==> src/hdl/double_ended_queue_top_defines.svh <==
// Assertion helpers shared by the queue RTL.
`ifndef DOUBLE_ENDED_QUEUE_TOP_DEFINES_SVH
`define DOUBLE_ENDED_QUEUE_TOP_DEFINES_SVH

// Same-cycle implication, checked out of reset.
`define DEQ_ASSERT_NOW(lbl, ante, cons, msg) \
  lbl: assert property (@(posedge clk) disable iff (!rst_n) (ante) |-> (cons)) \
    else $error(msg);

// Next-cycle implication, checked out of reset.
`define DEQ_ASSERT_NEXT(lbl, ante, cons, msg) \
  lbl: assert property (@(posedge clk) disable iff (!rst_n) (ante) |=> (cons)) \
    else $error(msg);

`endif

==> src/hdl/deq_pkg.sv <==
package deq_pkg;

  localparam logic [2:0] OP_PUSH_BACK  = 3'd0;
  localparam logic [2:0] OP_PUSH_FRONT = 3'd1;
  localparam logic [2:0] OP_POP_FRONT  = 3'd2;
  localparam logic [2:0] OP_POP_BACK   = 3'd3;
  localparam logic [2:0] OP_PEEK_FRONT = 3'd4;
  localparam logic [2:0] OP_PEEK_BACK  = 3'd5;

  localparam logic [1:0] ST_OK    = 2'd0;
  localparam logic [1:0] ST_FULL  = 2'd1;
  localparam logic [1:0] ST_EMPTY = 2'd2;

  localparam int IO_DATA_W = 32;
  localparam int FILL_W    = 5;

  typedef struct packed {
    logic [2:0]           opcode;
    logic [IO_DATA_W-1:0] data_in;
  } in_item_t;

  typedef struct packed {
    logic [IO_DATA_W-1:0] data_out;
    logic [1:0]           status;
    logic [FILL_W-1:0]    fill_count;
  } out_item_t;

endpackage

==> src/hdl/deq_ram.sv <==
module deq_ram #(
  parameter int DEPTH = 16,
  parameter int WIDTH = 32
) (
  input  logic                     clk,
  input  logic                     en,
  input  logic                     we,
  input  logic [$clog2(DEPTH)-1:0] addr,
  input  logic [WIDTH-1:0]         wdata,
  output logic [WIDTH-1:0]         rdata
);

  logic [WIDTH-1:0] store_r [DEPTH];
  logic [WIDTH-1:0] rdata_r;

  // single port: an access either writes or reads
  always_ff @(posedge clk) begin
    if (en) begin
      if (we) begin
        store_r[addr] <= wdata;
      end else begin
        rdata_r <= store_r[addr];
      end
    end
  end

  assign rdata = rdata_r;

endmodule

==> src/hdl/double_ended_queue_top.sv <==
// Bounded double-ended queue of DEPTH elements.
// Input: an item (opcode, data_in) is taken on a rising edge with start high
// and busy low. Opcodes push at back or front, pop from front or back, or
// peek at front or back; codes 6 and 7 do nothing but report.
// Output: every item gives exactly one result, shown on out_item for one
// cycle with out_valid high: data_out (popped or peeked element, else zero),
// status (ok, full, empty) and fill_count after the operation.
// Latency: the result appears in the cycle after the item is accepted.
// Throughput: one item per cycle; busy stays low. The element store is a
// single-port RAM with a registered read; front pointer and count live in
// flops and update at accept, so the next item already sees the new state.
// A read always lands on an entry written at an earlier edge.
// The receiver cannot hold results off; it must take each when shown.
// Reset (synchronous, rst_n low) empties the queue and clears out_valid;
// the store contents are left as they are and are never read before a write.
// Only the low DATA_WIDTH bits (at most 32) of data_in are kept.
`include "double_ended_queue_top_defines.svh"

module double_ended_queue_top #(
  parameter int DEPTH      = 16,
  parameter int DATA_WIDTH = 32
) (
  input  logic               clk,
  input  logic               rst_n,
  input  logic               start,
  output logic               busy,
  input  deq_pkg::in_item_t  in_item,
  output logic               out_valid,
  output deq_pkg::out_item_t out_item
);

  import deq_pkg::*;

  localparam int AW = $clog2(DEPTH);
  localparam int CW = $clog2(DEPTH + 1);
  localparam int SW = (DATA_WIDTH < IO_DATA_W) ? DATA_WIDTH : IO_DATA_W;
  localparam logic [AW:0]   DEPTH_S = (AW + 1)'(DEPTH);
  localparam logic [AW-1:0] LAST_IX = AW'(DEPTH - 1);
  localparam logic [CW-1:0] FULL_CNT = CW'(DEPTH);

  logic [AW-1:0] ptr_r, ptr_nxt;
  logic [CW-1:0] cnt_r, cnt_nxt;
  logic          out_valid_r;
  logic [1:0]    status_r, status_nxt;
  logic [FILL_W-1:0] fill_r;
  logic          rd_sel_r;

  logic          accept;
  logic          is_push, is_read, full, empty, op_ok;
  logic [AW:0]   tail_sum, back_sum;
  logic [AW-1:0] tail_ix, back_ix, front_dec, front_inc;
  logic          ram_en, ram_we;
  logic [AW-1:0] ram_addr;
  logic [SW-1:0] ram_rdata;

  assign busy   = 1'b0;
  assign accept = start && !busy;

  assign is_push = (in_item.opcode == OP_PUSH_BACK) || (in_item.opcode == OP_PUSH_FRONT);
  assign is_read = (in_item.opcode == OP_POP_FRONT) || (in_item.opcode == OP_POP_BACK) ||
                   (in_item.opcode == OP_PEEK_FRONT) || (in_item.opcode == OP_PEEK_BACK);
  assign full  = (cnt_r == FULL_CNT);
  assign empty = (cnt_r == '0);
  assign op_ok = !(is_push && full) && !(is_read && empty);

  // ptr + cnt stays below twice DEPTH, so one conditional subtract wraps it
  assign tail_sum  = {1'b0, ptr_r} + (AW + 1)'(cnt_r);
  assign back_sum  = tail_sum - (AW + 1)'(1);
  assign tail_ix   = (tail_sum >= DEPTH_S) ? AW'(tail_sum - DEPTH_S) : AW'(tail_sum);
  assign back_ix   = (back_sum >= DEPTH_S) ? AW'(back_sum - DEPTH_S) : AW'(back_sum);
  assign front_dec = (ptr_r == '0) ? LAST_IX : ptr_r - AW'(1);
  assign front_inc = (ptr_r == LAST_IX) ? '0 : ptr_r + AW'(1);

  always_comb begin
    ptr_nxt    = ptr_r;
    cnt_nxt    = cnt_r;
    ram_en     = 1'b0;
    ram_we     = 1'b0;
    ram_addr   = ptr_r;
    status_nxt = ST_OK;
    if (is_push && full) begin
      status_nxt = ST_FULL;
    end else if (is_read && empty) begin
      status_nxt = ST_EMPTY;
    end else if (accept) begin
      case (in_item.opcode)
        OP_PUSH_BACK: begin
          ram_en   = 1'b1;
          ram_we   = 1'b1;
          ram_addr = tail_ix;
          cnt_nxt  = cnt_r + CW'(1);
        end
        OP_PUSH_FRONT: begin
          ram_en   = 1'b1;
          ram_we   = 1'b1;
          ram_addr = front_dec;
          ptr_nxt  = front_dec;
          cnt_nxt  = cnt_r + CW'(1);
        end
        OP_POP_FRONT: begin
          ram_en   = 1'b1;
          ram_addr = ptr_r;
          ptr_nxt  = front_inc;
          cnt_nxt  = cnt_r - CW'(1);
        end
        OP_POP_BACK: begin
          ram_en   = 1'b1;
          ram_addr = back_ix;
          cnt_nxt  = cnt_r - CW'(1);
        end
        OP_PEEK_FRONT: begin
          ram_en   = 1'b1;
          ram_addr = ptr_r;
        end
        OP_PEEK_BACK: begin
          ram_en   = 1'b1;
          ram_addr = back_ix;
        end
        default: begin
          ram_en = 1'b0;
        end
      endcase
    end
  end

  always_ff @(posedge clk) begin
    if (!rst_n) begin
      ptr_r       <= '0;
      cnt_r       <= '0;
      out_valid_r <= 1'b0;
      rd_sel_r    <= 1'b0;
    end else begin
      if (accept) begin
        ptr_r <= ptr_nxt;
        cnt_r <= cnt_nxt;
      end
      out_valid_r <= accept;
      rd_sel_r    <= accept && op_ok && is_read;
    end
  end

  always_ff @(posedge clk) begin
    if (accept) begin
      status_r <= status_nxt;
      fill_r   <= FILL_W'(cnt_nxt);
    end
  end

  deq_ram #(
    .DEPTH(DEPTH),
    .WIDTH(SW)
  ) u_ram (
    .clk  (clk),
    .en   (ram_en),
    .we   (ram_we),
    .addr (ram_addr),
    .wdata(SW'(in_item.data_in)),
    .rdata(ram_rdata)
  );

  assign out_valid           = out_valid_r;
  assign out_item.data_out   = rd_sel_r ? IO_DATA_W'(ram_rdata) : '0;
  assign out_item.status     = status_r;
  assign out_item.fill_count = fill_r;

  `DEQ_ASSERT_NOW(a_cnt_bound, 1'b1, (cnt_r <= FULL_CNT) && (ptr_r <= LAST_IX), "queue state out of range")
  `DEQ_ASSERT_NEXT(a_one_result, 1'b1, out_valid == $past(accept), "result count mismatch")
  `DEQ_ASSERT_NEXT(a_fail_holds, accept && !op_ok, (cnt_r == $past(cnt_r)) && (ptr_r == $past(ptr_r)), "failed op changed state")
  `DEQ_ASSERT_NOW(a_err_zero, out_valid && (out_item.status != ST_OK), !rd_sel_r, "error result carries data")

endmodule
==> config.mk <==
export PLATFORM = sky130hd
export DESIGN_NAME = double_ended_queue_top
export DESIGN_NICKNAME = d
export VERILOG_FILES = /design/src/hdl/deq_pkg.sv /design/src/hdl/deq_ram.sv /design/src/hdl/double_ended_queue_top.sv
export VERILOG_INCLUDE_DIRS = /design/src /design/src/hdl
export SDC_FILE = /design/constraint.sdc
export NUM_CORES = 1
export LEC_CHECK = 0
export BUFFER_PORTS_ARGS = -buffer_cell sky130_fd_sc_hd__buf_2
export CAP_MARGIN = 40
export CELL_PAD_IN_SITES_DETAIL_PLACEMENT = 1
export CELL_PAD_IN_SITES_GLOBAL_PLACEMENT = 1
export CORE_MARGIN = 2
export CORE_UTILIZATION = 49
export CTS_CLUSTER_DIAMETER = 100
export DETAILED_ROUTE_END_ITERATION = 7
export GPL_TIMING_DRIVEN = 0
export PLACE_DENSITY = 0.75
export SLEW_MARGIN = 30
export SYNTH_ARGS = -nofsm -noshare
export SYNTH_HDL_FRONTEND = slang
export SYNTH_HIERARCHICAL = 1
export SYNTH_SLANG_ARGS = --single-unit
==> constraint.sdc <==
create_clock -name clk -period 6.5 [get_ports clk]
set_clock_uncertainty 0.2 [all_clocks]
set_input_delay 1.3 -clock clk [delete_from_list [all_inputs] [get_ports clk]]
set_output_delay 1.3 -clock clk [all_outputs]
set_load 0.03 [all_outputs]
==> results of run 1 <==
metal layers:
metal | routed length [µm] | global-route usage, %
met4 | 1580 | 8.64
met3 | 3110 | 3.95
met1 | 21700 | 31.4
met2 | 26800 | 39.0
met5 | 11 | 0.833
through the flow:
stage | util, % | hold slack (ns)
floorplan | - | 0.374
CTS | 58.3 | 0.426
global route | 58.4 | 0.462
global placement | 52.3 | 0.407
finish | 58.4 | 0.418
detailed placement | 54.4 | 0.420
sequential cells by signal, summed over array words and instances (netlist names):
name / cells
u_ram/store_r: 512
u_ram/rdata: 32
cnt_r: 5
fill_r: 5
ptr_r: 4
status_r: 2
out_valid: 1
rd_sel_r: 1
worst max-delay path: stages:
cell	delay, ns
buf_2	0.12
clkbuf_8	0.16
inv_1	0.14
ha_1	0.30
and2b_2	0.22
o21ai_2	0.25
nand3_1	0.29
a21oi_1	0.48
buf_2	0.27
buf_2	0.31
buf_1	0.60
nand4_1	0.58
nor2_4	0.73
buf_16	0.23
buf_8	0.17
logic make-up (layout without fill, tap and decap cells):
| family | Yosys count | after routing | synth area share [%] |
|---|---|---|---|
| AO/OA/AOI/OAI | 103 | 103 | 3.44 |
| AND/OR/NAND/NOR | 139 | 139 | 3.31 |
| adder cells (fa/ha/maj) | 16 | 16 | 0.967 |
| buffers and inverters | 71 | 299 | 1.78 |
| XOR/XNOR | 12 | 12 | 0.540 |
| flip-flops | 562 | 562 | 76.2 |
| other | 1 | 3 | 0.0171 |
| multiplexers | 140 | 140 | 13.7 |
placed cells by master (no fill, tap or decap), types with 3 or more instances in the layout:
cell       count
and2_1        36
o21ai_0        6
clkbuf_16     56
nor2_1        11
buf_16        20
mux2_2         5
nand2_1       45
clkinv_1      15
clkbuf_1      43
nor2b_1        7
xor2_1         7
o22ai_1        3
dfxtp_1       11
buf_2         89
o31ai_1        3
buf_4         21
nor3_1         3
nor3_2         4
inv_1         10
clkinv_2      11
a21oi_1        7
xnor2_1        4
edfxtp_1     551
ha_1          13
bufinv_16      4
nor2_4        12
a22oi_1       65
a221oi_1       4
nand2b_1       3
buf_8          4
mux2i_1        6
buf_6         16
mux4_2       128
layout make-up:
type                            count  area, µm²  area share, %
Multi-Input combinational cell    411       4950           19.2
Sequential cell                   562      16800           65.0
Inverter                           10       37.5          0.145
Tap cell                          592        741           2.87
Clock inverter                     34        272           1.05
Buffer                             61        354           1.37
Timing Repair Buffer              126       1230           4.77
Clock buffer                       68       1450           5.61
Antenna cell                        2       5.00         0.0194
worst paths after layout:
kind,endpoint,slack [ns],cells after the start
worst max register to register,u_ram/store_r[15][9]$_DFFE_PP_,0.60,15
worst min-delay path,cnt_r[2]$_SDFFE_PN0P_,0.42,2
worst min register to register,cnt_r[2]$_SDFFE_PN0P_,0.42,2
worst max-delay path,u_ram/store_r[15][9]$_DFFE_PP_,0.43,15
power groups by stage:
stage,combinational [µW],sequential (µW),clock [µW]
6_report,797,4050,3050
4_1_cts,802,4050,3100
2_1_floorplan,505,4130,0
3_3_place_gp,747,4130,0
5_1_grt,857,4050,3220
3_5_place_dp,798,4130,0
==> flow_summary_export.csv, run 1 <==
group,metric,value,unit
logic_synthesis,synth_most_common_cell,"edfxtp_1",
route,final_antenna_net_count,0,
floorplan,fp.dieW,216,µm
place,io_buffers,77,
logic_synthesis,syn_inst,1044,
critical_path,worst_ep_arrival_time,6.18,ns
pwr,finalPower,7890,µW
logic_synthesis,synth_top_area_cell,"edfxtp_1",
route,drt_iter0_drc,984,
logic_synthesis,yosys-top-cells-area,"edfxtp_1 75%, mux4_2 13%, a22oi_1 2.2%",
final_layout,finalNonFillerCells,1866,
clocking,hold_buffers,0,
clocking,cts_buffers,55,
critical_path,cp.required,6.61,ns
pwr,power_frac_comb,10.1,%
logic_synthesis,async_flop_share,0,%
floorplan,rows,77,
route,drc,0,
final_layout,syn_to_final_growth,17.3,%
pwr,p_per_area,306,mW/mm²
logic_synthesis,ys_ff_latch,562,
job,maxCapViolCount,0,
global_routing,grt_pass1_wl,78900,µm
critical_path,critical_path_peak_fanout,15,
pwr,intPower,6100,µW
critical_path,cp-startpoint,"in_item[34]",
logic_synthesis,ys_top_cells_by_count,"551 x edfxtp_1, 128 x mux4_2, 65 x a22oi_1",
critical_path,r2r-start,"cnt_r[0]$_SDFFE_PN0P_",
global_routing,antenna_found_initial,3,
clocking,clockBufferDepth,3,
pwr,switching_power,1790,µW
pwr,p_seq_share,51.3,%
critical_path,end_kind,"register",
place,dp_cells,1760,
timing,setup_viol,0,
timing,hold_viol,0,
pwr,power_frac_clock,38.6,%
timing,post-route-min-period,6.07,ns
timing,slew_violations,0,
critical_path,worstSetupStartpointType,"primary input",
hold_path,worstHoldPathType,"register to register",
floorplan,start_util,49.7,%
place,pre_cts_ws,-0.149,ns
final_layout,finish.net_count,1280,
route,viasPerCell,6.01,
logic_synthesis,netlist_area,0.0220,mm²
final_layout,nFillCells,3769,
pwr,switching_share,22.7,%
floorplan,core,0.0442,mm²
run_status,status,"finished clean",
timing,finalWorstSetupSlack,0.432,ns
place,dp_hpwl,35200,µm
route,vias,11200,
pwr,ir_drop,0.292,mV
pwr,p_leak,0.00846,µW
global_routing,track_usage,23.5,%
logic_synthesis,ys_types,57,
timing,clock.fmax,165,MHz
clocking,tritoncts,"done",
floorplan,die_area,0.0466,mm²
timing,min_period_over_period,93.4,%
timing,tightestPinTransition,0.895,ns
clocking,cts_sinks,562,
clocking,h-tree-depth,2,
floorplan,io-pin-count,79,
timing,rsz0062_at_grt,"false",
final_layout,stdcell_area,0.0258,mm²
clocking,cts_setup_buffers,0,
timing,fin_tns_setup,0,ns
place,place_area,0.0241,mm²
route,drt-total-wl,53200,µm
logic_synthesis,synth-edff-count,551,
logic_synthesis,synth_fp_nets,1097,
clocking,worstSkewPairLatency,0.60,ns
logic_synthesis,ys.flop_type,"edfxtp_1",
logic_synthesis,yosys_warnings,6,
place,place.gp.congestion,0.779,
clocking,cts_resized,0,
critical_path,path_class,"primary input to register",
final_layout,drive_above_1_share,30.5,%
global_routing,gr-total-overflow,0,
clocking,clock-root-buffer,"clkbuf_16",
timing,slew_headroom,40.3,%
route,drt_pass1_iterations,5,
logic_synthesis,avgSynthCellArea,21.1,µm²
logic_synthesis,seq_area_frac_synth,76.2,%
logic_synthesis,netlist.area_leader.share,75.2,%
clocking,clkTransAtPathRegs,0.06,ns
route,avgRoutedWirePerCell,28.5,µm
floorplan,die-height,216,µm
global_routing,grt_max_degree,19,
global_routing,grt_pass1_vias,12000,
hold_path,hold_start,"cnt_r[2]$_SDFFE_PN0P_",
Power figures use the tool's default switching activity.
==> run 2: changes to the inputs <==
CORE_MARGIN = 5   (was 2)
PLACE_DENSITY = unset   (was 0.75)
PLACE_DENSITY_LB_ADDON = 0.1   (was unset)
==> run 2 against run 1 <==
Compared with the run above:
- final cell count increased by 0.43%
- global-route usage decreased by 1.9 points
- clock-buffer cell count increased by 4
- maximum frequency decreased by 0.89%
- non-clock buffer count increased by 5
- utilization about the same
==> flow_summary_export.csv, run 2 (synthesized netlist as in run 1, its figures left out) <==
group,metric,value,unit
place,io_buffers,77,
floorplan,die_area,0.0492,mm²
place,dp_cells,1762,
final_layout,finalNonFillerCells,1874,
route,avgRoutedWirePerCell,28.1,µm
pwr,switching_power,1800,µW
route,vias,11000,
route,drt_iter0_drc,957,
clocking,hold_buffers,0,
final_layout,syn_to_final_growth,17.6,%
floorplan,io-pin-count,79,
timing,slew_headroom,43.7,%
timing,clock.fmax,163,MHz
place,place.gp.congestion,0.756,
place,dp_hpwl,35200,µm
final_layout,final_core_util,58.4,%
route,final_antenna_net_count,0,
floorplan,die-height,222,µm
route,viasPerCell,5.87,
pwr,ir_drop,0.255,mV
timing,min_period_over_period,94.2,%
global_routing,gr-total-overflow,0,
job,maxCapViolCount,0,
route,drc,0,
pwr,finalPower,7970,µW
final_layout,regMostFlops,"u_ram/store_r",
final_layout,nFillCells,3777,
route,drt-total-wl,52800,µm
critical_path,critical_path_peak_fanout,10,
critical_path,worst_ep_arrival_time,6.23,ns
critical_path,cp.required,6.60,ns
timing,rsz0062_at_grt,"false",
pwr,p_per_area,308,mW/mm²
pwr,intPower,6160,µW
route,drt_pass1_iterations,5,
final_layout,seq_area,0.0168,mm²
clocking,clock-root-buffer,"clkbuf_16",
global_routing,grt_pass1_vias,11800,
pwr,p_seq_share,50.8,%
clocking,tritoncts,"done",
timing,setup_viol,0,
hold_path,worstHoldPathType,"register to register",
clocking,clockBufferDepth,3,
run_status,status,"finished clean",
critical_path,path_class,"primary input to register",
clocking,worstSkewPairLatency,0.60,ns
clocking,cts_setup_buffers,0,
final_layout,largest_reg_flops,512,
global_routing,antenna_found_initial,1,
pwr,p_leak,0.00850,µW
global_routing,grt_pass1_wl,79000,µm
final_layout,stdcell_area,0.0259,mm²
pwr,power_frac_clock,39.2,%
timing,tightestPinTransition,0.844,ns
pwr,switching_share,22.7,%
timing,post-route-min-period,6.12,ns
clocking,cts_sinks,562,
global_routing,track_usage,21.6,%
final_layout,final_common_cell,"edfxtp_1",
final_layout,mostFrequentLayoutCells,"551 x edfxtp_1, 128 x mux4_2, 89 x buf_2",
critical_path,end_kind,"register",
floorplan,core,0.0443,mm²
final_layout,drive_above_1_share,30.6,%
critical_path,worstSetupStartpointType,"primary input",
clocking,h-tree-depth,2,
final_layout,multiInputGateArea,0.00495,mm²
floorplan,fp.dieW,222,µm
clocking,clkTransAtPathRegs,0.06,ns
clocking,cts_resized,0,
floorplan,rows,77,
final_layout,finish.net_count,1288,
timing,hold_viol,0,
pwr,power_frac_comb,10.0,%
global_routing,grt_max_degree,20,
clocking,cts_buffers,58,
place,place_area,0.0240,mm²
timing,hold_ws,0.437,ns
timing,slew_violations,0,
floorplan,start_util,49.6,%
[run 2: cell types whose count changed in the layout (fill, tap and decap cells not counted), sizes merged]
cell	change
clkinvlp	+1
clkinv	-1
buf	+4
clkbuf	+5
diode	-1
[run 2: final cells by class]
class / count / area share (%)
multi-input combinational: 411 / 19.1
sequential: 562 / 64.8
buffer: 61 / 1.37
clock inverter: 34 / 1.10
timing repair buffer: 131 / 4.73
clock buffer: 72 / 5.82
antenna: 1 / 0.00968
inverter: 10 / 0.145
tap: 592 / 2.86
[run 2: final timing paths]
path / start / endpoint / slack [ns] / cells past startpoint
max: in_item[34] / u_ram/store_r[3][2]$_DFFE_PP_ / 0.38 / 15
max reg2reg: cnt_r[0]$_SDFFE_PN0P_ / u_ram/store_r[3][2]$_DFFE_PP_ / 0.47 / 15
min reg2reg: cnt_r[4]$_SDFFE_PN0P_ / cnt_r[4]$_SDFFE_PN0P_ / 0.44 / 2
min: cnt_r[4]$_SDFFE_PN0P_ / cnt_r[4]$_SDFFE_PN0P_ / 0.44 / 2
[run 2: power by group through the flow]
stage	Clock, µW	Sequential, µW	Combinational [µW]
finish	3120	4050	794
global route	3380	4050	853
CTS	3200	4050	797
detailed placement	0	4130	792
global placement	0	4130	758
floorplan	0	4130	505
[run 2: per-layer routing]
| layer | share of wire (%) | track usage, % | up-vias |
|---|---|---|---|
| met5 | 0 | 0 | - |
| met4 | 1.6 | 4.45 | 0 |
| met3 | 5.9 | 4.02 | 55 |
| met2 | 49 | 35.2 | 320 |
| met1 | 43 | 31.0 | 5919 |
| li1 | - | - | 4704 |
[run 2: worst max-delay path: stages]
cell and delay [ns]:
buf_2 0.12, clkbuf_8 0.16, inv_1 0.15, ha_1 0.30
and2b_2 0.22, o21ai_2 0.22, nand3_1 0.27, a21oi_1 0.37
buf_2 0.26, buf_2 0.30, buf_1 0.68, nand4_1 0.60
nor3_2 0.71, buf_4 0.32, buf_4 0.22
[run 2: per-stage QoR]
stage	worst slack [ns]	setup TNS (ns)
6_report	0.377	0
5_1_grt	0.277	0
2_1_floorplan	0.0594	0
3_3_place_gp	-3.88	-1100.36
4_1_cts	0.459	0
3_5_place_dp	-0.187	-3.14
==> run 3: changes to the inputs <==
CORE_UTILIZATION = 30   (was 49)
clock period = 6.17 ns   (was 6.5 ns; I/O delays follow)
==> run 3 against run 2 <==
Compared with the run above:
- worst hold slack got worse by 0.0042 ns
- sequential power increased by 5.4%
- critical path type unchanged
- critical path depth unchanged
- register-to-register slack got worse by 0.20 ns
- largest power group unchanged
==> flow_summary_export.csv, run 3 (synthesized netlist as in run 1, its figures left out) <==
group,metric,value,unit
run_status,status,"finished clean",
timing,rsz0062_at_grt,"false",
critical_path,cp.required,6.25,ns
route,avgRoutedWirePerCell,25.9,µm
clocking,cts_buffers,66,
final_layout,mostFrequentLayoutCells,"551 x edfxtp_1, 128 x mux4_2, 89 x buf_2",
floorplan,start_util,30.2,%
clocking,clock-root-buffer,"clkbuf_16",
place,dp_hpwl,39400,µm
final_layout,final_common_cell,"edfxtp_1",
global_routing,track_usage,14.8,%
clocking,h-tree-depth,3,
clocking,clkTransAtPathRegs,0.05,ns
critical_path,path_class,"primary input to register",
route,viasPerCell,4.84,
final_layout,drive_above_1_share,31.2,%
timing,min_period_over_period,96.8,%
route,final_antenna_net_count,0,
place,place.gp.congestion,0.705,
route,drt-total-wl,58300,µm
timing,slew_violations,0,
route,drt_pass1_iterations,5,
floorplan,fp.dieW,281,µm
final_layout,regMostFlops,"u_ram/store_r",
global_routing,gr-total-overflow,0,
timing,finalWorstSetupSlack,0.198,ns
timing,hold_ws,0.433,ns
timing,clock.fmax,167,MHz
place,pre_cts_ws,-0.405,ns
timing,slew_headroom,41.2,%
final_layout,finalNonFillerCells,2246,
global_routing,grt_max_degree,17,
floorplan,core,0.0728,mm²
pwr,p_per_area,329,mW/mm²
final_layout,largest_reg_flops,512,
route,drc,0,
global_routing,antenna_found_initial,3,
clocking,cts_setup_buffers,0,
timing,tightestPinTransition,0.881,ns
floorplan,die_area,0.0788,mm²
timing,hold_viol,0,
global_routing,grt_pass1_wl,84600,µm
route,drt_iter0_drc,665,
route,vias,10900,
place,dp_cells,2131,
pwr,ir_drop,0.220,mV
global_routing,grt_pass1_vias,12000,
clocking,hold_buffers,0,
clocking,clockBufferDepth,3,
critical_path,r2r_cells,15,
clocking,tritoncts,"done",
floorplan,io-pin-count,79,
hold_path,worstHoldPathType,"register to register",
floorplan,rows,99,
timing,setup_viol,0,
critical_path,end_kind,"register",
pwr,p_leak,0.00864,µW
pwr,finalPower,8780,µW
final_layout,syn_to_final_growth,21.5,%
timing,fin_tns_setup,0,ns
final_layout,finish.net_count,1294,
critical_path,worst_ep_arrival_time,6.06,ns
clocking,cts_sinks,562,
clocking,cts_resized,0,
clocking,worstSkewPairLatency,0.59,ns
place,io_buffers,77,
timing,post-route-min-period,5.97,ns
job,maxCapViolCount,0,
floorplan,die-height,281,µm
critical_path,critical_path_peak_fanout,10,
critical_path,worstSetupStartpointType,"primary input",
hold_path,min_path_cells,2,
## run 3: final timing paths
path | from | endpoint | slack (ns)
hold / removal | cnt_r[4]$_SDFFE_PN0P_ | cnt_r[4]$_SDFFE_PN0P_ | 0.43
setup reg to reg | cnt_r[0]$_SDFFE_PN0P_ | u_ram/store_r[2][4]$_DFFE_PP_ | 0.27
hold reg to reg | cnt_r[4]$_SDFFE_PN0P_ | cnt_r[4]$_SDFFE_PN0P_ | 0.43
setup / recovery | in_item[34] | u_ram/store_r[2][4]$_DFFE_PP_ | 0.20
## run 3: critical path, cell delays in order
cell and delay (ns):
buf_2 0.12, clkbuf_8 0.16, inv_1 0.15, ha_1 0.30, and2b_2 0.22, o21ai_2 0.23, nand3_1 0.27, a21oi_1 0.24
buf_2 0.27, buf_2 0.35, buf_1 0.67, nand4b_1 0.59, nor3_4 0.74, buf_6 0.27, buf_6 0.19
## run 3: routing by layer
metal	up-vias	track usage, %	part of all wire, %
met5	-	0	0
met2	227	24.6	49
met1	5836	20.2	45
met4	0	4.28	2.1
li1	4732	-	-
met3	76	2.52	4.0
## run 3: layout make-up
type | count | area [µm²]
fillers | 7113 | 46100
flip-flops and latches | 562 | 16800
multi-input cells | 411 | 4980
clock buffers | 84 | 1740
repair buffers | 129 | 1390
well taps | 959 | 1200
plain buffers | 61 | 355
clock inverters | 29 | 254
inverters | 10 | 37.5
diodes | 1 | 2.50
## run 3: power breakdown
part | switching [µW] | total (µW) | internal (µW)
Combinational | 504 | 866 | 362
Clock | 1520 | 3650 | 2130
Sequential | 16.1 | 4270 | 4250
Total | 2040 | 8780 | 6740
## run 3: metrics by stage
| stage | area, µm² | utilization (%) |
|---|---|---|
| 2_1_floorplan | 22000 | - |
| 3_3_place_gp | 23600 | 32.4 |
| 3_5_place_dp | 24700 | 33.9 |
| 4_1_cts | 26700 | 36.7 |
| 5_1_grt | 26700 | 36.7 |
| 6_report | 26700 | 36.7 |
